===== src/sv/sorted_table_binary_search_assert.svh =====
// Assertion macros for the sorted-table binary search block.
// Included by the top level; define ASSERT_OFF to compile the checks out.
`ifndef SORTED_TABLE_BINARY_SEARCH_ASSERT_SVH
`define SORTED_TABLE_BINARY_SEARCH_ASSERT_SVH

`ifndef ASSERT_OFF

// Implication checked on every rising edge, held off while reset is low.
`define SBS_ASSERT(lbl, prop, msg) \
    lbl: assert property (@(posedge i_clk) disable iff (!i_rst_n) (prop)) \
        else $error(msg);

// Implication checked on every rising edge, reset included.
`define SBS_ASSERT_ALWAYS(lbl, prop, msg) \
    lbl: assert property (@(posedge i_clk) (prop)) \
        else $error(msg);

`else

`define SBS_ASSERT(lbl, prop, msg)
`define SBS_ASSERT_ALWAYS(lbl, prop, msg)

`endif

`endif


===== src/sv/sbs_pkg.sv =====
// Shared types and constants for the sorted-table binary search block.
// No dependencies; used by every module of the block.
package sbs_pkg;

    localparam int IDX_W  = 10;
    localparam int DATA_W = 32;
    localparam int SIZE_W = 11;

    // Operation codes of a request.
    localparam logic OP_WRITE  = 1'b0;
    localparam logic OP_SEARCH = 1'b1;

    typedef enum logic {
        ST_IDLE,
        ST_PROBE
    } t_sbs_state;

    typedef struct packed {
        logic                     operation;
        logic [IDX_W-1:0]         entry_index;
        logic signed [DATA_W-1:0] data_value;
    } t_sbs_req;

    typedef struct packed {
        logic             found;
        logic [IDX_W-1:0] match_index;
    } t_sbs_rsp;

    // Status from the search controller to the top level.
    typedef struct packed {
        logic busy;
        logic result_valid;
    } t_sbs_status;

endpackage


===== src/sv/sbs_search_ctrl.sv =====
// Request handling and probe sequencer for the binary search.
// Depends on sbs_pkg; drives the ports of sbs_table_ram.
module sbs_search_ctrl #(
    parameter int TABLE_DEPTH = 1024,
    parameter int AW          = 10,
    parameter int CW          = 11
) (
    input  logic                              i_clk,
    input  logic                              i_rst_n,
    input  logic                              i_start,
    input  sbs_pkg::t_sbs_req                 i_request,
    input  logic [CW-1:0]                     i_size,
    output sbs_pkg::t_sbs_status              o_status,
    output sbs_pkg::t_sbs_rsp                 o_result,
    output logic                              o_wr_en,
    output logic [AW-1:0]                     o_wr_addr,
    output logic signed [sbs_pkg::DATA_W-1:0] o_wr_data,
    output logic                              o_rd_en,
    output logic [AW-1:0]                     o_rd_addr,
    input  logic signed [sbs_pkg::DATA_W-1:0] i_rd_data
);

    sbs_pkg::t_sbs_state               r_state, n_state;
    logic [CW-1:0]                     r_left, n_left;
    logic [CW-1:0]                     r_hi, n_hi;
    logic [AW-1:0]                     r_mid, n_mid;
    logic signed [sbs_pkg::DATA_W-1:0] r_key, n_key;
    logic                              r_strobe, n_strobe;
    logic                              r_found, n_found;
    logic [sbs_pkg::IDX_W-1:0]         r_index, n_index;

    logic [CW-1:0] mid_c;
    logic [CW-1:0] sum_first;
    logic [CW-1:0] sum_upper;
    logic [CW-1:0] sum_lower;
    logic [CW-1:0] left_inc;
    logic [31:0]   mid_ext;
    logic [31:0]   wr_idx_ext;
    logic          wr_in_range;

    // Midpoint candidates: the first probe, and the two halves after a miss.
    // Here hi is one past the right bound, so mid = (left + hi - 1) / 2.
    always_comb begin
        mid_c     = {1'b0, r_mid};
        sum_first = i_size - CW'(1);
        left_inc  = mid_c + CW'(1);
        sum_upper = mid_c + r_hi;
        sum_lower = r_left + mid_c - CW'(1);
        mid_ext   = 32'(r_mid);
    end

    // Write address and range check.
    assign wr_idx_ext  = 32'(i_request.entry_index);
    assign wr_in_range = (wr_idx_ext < 32'(TABLE_DEPTH));

    // Next state, memory ports and result.
    always_comb begin
        n_state   = r_state;
        n_left    = r_left;
        n_hi      = r_hi;
        n_mid     = r_mid;
        n_key     = r_key;
        n_strobe  = 1'b0;
        n_found   = r_found;
        n_index   = r_index;
        o_wr_en   = 1'b0;
        o_wr_addr = wr_idx_ext[AW-1:0];
        o_wr_data = i_request.data_value;
        o_rd_en   = 1'b0;
        o_rd_addr = '0;

        unique case (r_state)
            sbs_pkg::ST_IDLE: begin
                if (i_start) begin
                    if (i_request.operation == sbs_pkg::OP_WRITE) begin
                        o_wr_en = wr_in_range;
                    end else begin
                        n_key  = i_request.data_value;
                        n_left = '0;
                        n_hi   = i_size;
                        if (i_size == '0) begin
                            // Empty table: answer not found at once.
                            n_strobe = 1'b1;
                            n_found  = 1'b0;
                            n_index  = '0;
                        end else begin
                            o_rd_en   = 1'b1;
                            o_rd_addr = sum_first[AW:1];
                            n_mid     = sum_first[AW:1];
                            n_state   = sbs_pkg::ST_PROBE;
                        end
                    end
                end
            end

            sbs_pkg::ST_PROBE: begin
                if (i_rd_data == r_key) begin
                    n_strobe = 1'b1;
                    n_found  = 1'b1;
                    n_index  = mid_ext[sbs_pkg::IDX_W-1:0];
                    n_state  = sbs_pkg::ST_IDLE;
                end else if (i_rd_data < r_key) begin
                    // Entry below the key: continue in the upper half.
                    n_left = left_inc;
                    if (left_inc >= r_hi) begin
                        n_strobe = 1'b1;
                        n_found  = 1'b0;
                        n_index  = '0;
                        n_state  = sbs_pkg::ST_IDLE;
                    end else begin
                        o_rd_en   = 1'b1;
                        o_rd_addr = sum_upper[AW:1];
                        n_mid     = sum_upper[AW:1];
                    end
                end else begin
                    // Entry above the key: continue in the lower half.
                    n_hi = mid_c;
                    if (r_left >= mid_c) begin
                        n_strobe = 1'b1;
                        n_found  = 1'b0;
                        n_index  = '0;
                        n_state  = sbs_pkg::ST_IDLE;
                    end else begin
                        o_rd_en   = 1'b1;
                        o_rd_addr = sum_lower[AW:1];
                        n_mid     = sum_lower[AW:1];
                    end
                end
            end

            default: begin
                n_state = sbs_pkg::ST_IDLE;
            end
        endcase
    end

    // Control registers.
    always_ff @(posedge i_clk) begin
        if (!i_rst_n) begin
            r_state  <= sbs_pkg::ST_IDLE;
            r_strobe <= 1'b0;
        end else begin
            r_state  <= n_state;
            r_strobe <= n_strobe;
        end
    end

    // Search bounds, key and result payload.
    always_ff @(posedge i_clk) begin
        r_left  <= n_left;
        r_hi    <= n_hi;
        r_mid   <= n_mid;
        r_key   <= n_key;
        r_found <= n_found;
        r_index <= n_index;
    end

    assign o_status.busy         = (r_state != sbs_pkg::ST_IDLE);
    assign o_status.result_valid = r_strobe;
    assign o_result.found        = r_found;
    assign o_result.match_index  = r_index;

endmodule


===== config.mk =====
export PLATFORM = sky130hd
export DESIGN_NAME = sbs_search_ctrl
export DESIGN_NICKNAME = d
export VERILOG_FILES = /design/src/sv/sorted_table_binary_search_assert.svh /design/src/sv/sbs_pkg.sv /design/src/sv/sbs_search_ctrl.sv
export SDC_FILE = /design/constraint.sdc
export NUM_CORES = 1
export LEC_CHECK = 0
export ABC_AREA = 1
export BUFFER_PORTS_ARGS = -buffer_cell sky130_fd_sc_hd__buf_2
export CORE_MARGIN = 3
export CORE_UTILIZATION = 59
export DETAILED_ROUTE_END_ITERATION = 16
export HOLD_SLACK_MARGIN = 0.12
export MAX_ROUTING_LAYER = met4
export PLACE_DENSITY_LB_ADDON = 0.25
export SKIP_LAST_GASP = 1
export SYNTH_ARGS = -nofsm -noshare
export SYNTH_HDL_FRONTEND = slang
export SYNTH_SLANG_ARGS = --single-unit

===== constraint.sdc =====
create_clock -name i_clk -period 7.9 [get_ports i_clk]
set_clock_uncertainty 0.15 [all_clocks]
set_input_delay 1.185 -clock i_clk [delete_from_list [all_inputs] [get_ports i_clk]]
set_output_delay 1.185 -clock i_clk [all_outputs]
set_load 0.05 [all_outputs]

==> metrics.txt <==
sequential-to-total area share from yosys stat=36.5%; fin crit period=5160 ps; vias after detailed routing=5389; post-CTS sizing=0; Syn Inst Count=758; synth-to-layout area growth=10.9%; routed length per instance=16.4 um; chip width=between 100 and 150 um; GRT Total Usage=just under 30%; Placed Instances=977; Power Internal=863 uW; synthesized cell area=6280 sq um; Congestion Overflow GR=0; largest net degree at the start of global routing=35; commonest cells in the netlist=136 x nand2_1, 135 x inv_1, 83 x ha_1; Max-slew headroom=35.7%; Sw Share=41.2%; Netlist cell types=between 40 and 50; Die Span Y=around 110 um; clock sink count=77; vias in the first global route=5438; EDFF count, synth=75; antenna violations before repair=0; VDD IR max=0.107 mV; Post-synth ARST share=0%; Critical Path AT=3830 ps; CP required=6570 ps; Post-Route WL=about 16 mm; crit start category=register; Worst Max-Slew Pin Slew=962 ps; TritonCTS clock tree=done; WS Path Type=register to output pin; endpoints failing hold=0; fraction of layout cells with a size suffix above 1=20.3%; drt initial violations=342; most common cell in the netlist=nand2_1; number of post-CTS setup repair buffers=0; CTS root buf=clkbuf_8; Slowest-stage cell, CP=edfxtp_1; Layout Nets=roughly 1000; Max Slew Vio Count=0; CP Capture Type=output pin; depth of the CTS H-tree=3; total power=1.47 mW; CTS Hold Bufs=0; DRC Markers=0; CP cell instances=inv_1 > nor3_1 > inv_1 > nor2_1 > nand2_1 > nor2_1 > inv_1 > nor2_1 > nand3_1 > xor2_1 > inv_1 > ha_1 > nand2_1 > o21ai_0 > a21oi_1 > nand3_1 > inv_1 > nand3_1 > nand2_1 > nand3_1 > o21ai_1 > buf_2; Worst-path clk slew=80 ps; status=complete, no violations; Sw Pwr=605 uW; Leakage=3.54 nW; Final Cycle Share=65.4%; share of Yosys cell area claimed by the top area cell type=between 30% and 40%; first-pass GRT wire length=roughly 26 mm; Max Freq=194 MHz; Mean Syn Cell Area=8.28 sq um; Via density=about 5.4; clock share of power=21.9%; Worst path max stage delay=between 400 and 500 ps; DIE AREA=11900 sq um; total CTS buffers=9; most frequent CP cell=inv_1; final setup TNS=0 ps; maxcap violations=0; Main synth FF type=edfxtp_1; row cnt=37; Top Ports=156; CTS Buffer Depth=2; Non-Filler Instances=~990; gp weighted congestion=0.967; Sequential Power Share=a little over a third; DP Wirelength=13.3 mm; yosys warns=0; #FFs+latches synth=slightly below 80; core outline area=10300 sq um; cell taking the most area after synthesis=edfxtp_1; Synth area leaders=edfxtp_1 36%, ha_1 17%, nand2_1 8.1%; I/O Buffers=roughly 140; n_diodes=0; final setup vio count=0; Power per Cell Area=211 nW/um^2; clock latency on the worst-skew pair=350 ps; unrepaired setup endpoints after global routing=no; Initial Util=roughly 60%; post-route ant nets=0; critical path peak fanout=7; synthesized net count=just over 900; Hold Crit Class=register to register; combinational share of power=43.1%; fillers=862; drt first pass iters=5
==> per-stage QoR <==
step / hold slack (ps) / util, % / instance area, sq um / setup slack, ps
floorplan: 400 / - / 6280 / 2970
global placement: 458 / 65.5 / 6760 / 3250
CTS: 497 / 67.4 / 6960 / 2800
detailed placement: 478 / 65.5 / 6760 / 3210
global route: 563 / 67.4 / 6960 / 2360
finish: 509 / 67.4 / 6960 / 2740
==> power groups by stage <==
stage	clock (mW)	sequential, mW	combinational (mW)
CTS	0.325	0.513	0.621
global route	0.339	0.517	0.699
detailed placement	0	0.523	0.616
finish	0.322	0.514	0.632
floorplan	0	0.530	0.454
global placement	0	0.521	0.605
==> layout by cell type, fill, tap and decap left out, types with 2 or more instances in the layout <==
cell and n:
nor2_2 2, nand4_1 8, o211ai_1 5, o21ai_1 16, or2_2 6, nand2_2 6, xor2_1 16, a21oi_1 41
nand2_4 2, o31ai_1 2, a21o_1 4, nand3_1 42, edfxtp_1 75, nor3_1 7, or2_1 2, ha_1 83
o21ai_0 31, clkbuf_8 9, xnor2_1 5, nor2_1 57, nand2_1 136, dfxtp_1 2, fa_1 2, inv_1 135
o2111ai_1 2, or2_0 3, buf_2 135, buf_4 2, o21a_1 2, bufinv_16 2
==> routing by layer <==
metal	vias to the layer above	track usage (%)	share of wire (%)	wire, um
met5	-	-	0	0
met2	234	46.9	48	7820
met1	2478	35.6	41	6600
met3	41	5.74	8.6	1400
met4	0	12.3	2.8	462
li1	2636	-	-	-
==> final cells by class <==
type	instances	area (sq um)	share of cell area, %
Multi-Input combinational cell	491	3100	44.5
Sequential cell	77	2290	32.9
Timing Repair Buffer	137	691	9.92
Inverter	136	510	7.33
Tap cell	136	170	2.44
Clock buffer	10	128	1.83
Clock inverter	5	76.3	1.10
==> path summary, 6_finish.rpt <==
path                                          from                  endpoint  cells after the start  slack, ps
worst max-delay path            r_mid[1]$_DFFE_PP_              o_rd_addr[7]                     22       2740
worst min-delay path            r_mid[3]$_DFFE_PP_         r_hi[3]$_DFFE_PP_                      2        510
worst min register to register  r_mid[3]$_DFFE_PP_         r_hi[3]$_DFFE_PP_                      2        510
worst max register to register  r_mid[1]$_DFFE_PP_  r_index[1]$_SDFFCE_PN0P_                     20       3870
==> state kept, by name (all words and copies together), names as in the netlist <==
register and count:
r_mid 10, r_strobe 1, r_key 32, r_found 1, r_left 11, r_hi 11, r_index 10, r_state 1
==> worst max-delay path: cells and delay by family, from the launching register on <==
family,cells,cell delay (ps)
AND/OR/NAND/NOR,11,1260
buffers and inverters,6,910
flip-flops,1,470
AO/OA/AOI/OAI,3,350
adder cells (fa/ha/maj),1,290
XOR/XNOR,1,180
==> cell families (layout without fill, tap and decap cells) <==
kind of cell	count (synthesis)	after routing	share of synthesized area, %
DFF	77	77	36.5
xor gates and xnor gates	21	21	2.93
buffers and inverters	190	288	14.3
adders and majority gates	85	85	17.2
and+or+nand+nor	277	277	19.5
AOI/OAI and AO/OA	108	108	9.55
Note: power is estimated with default switching activity, not from simulation.
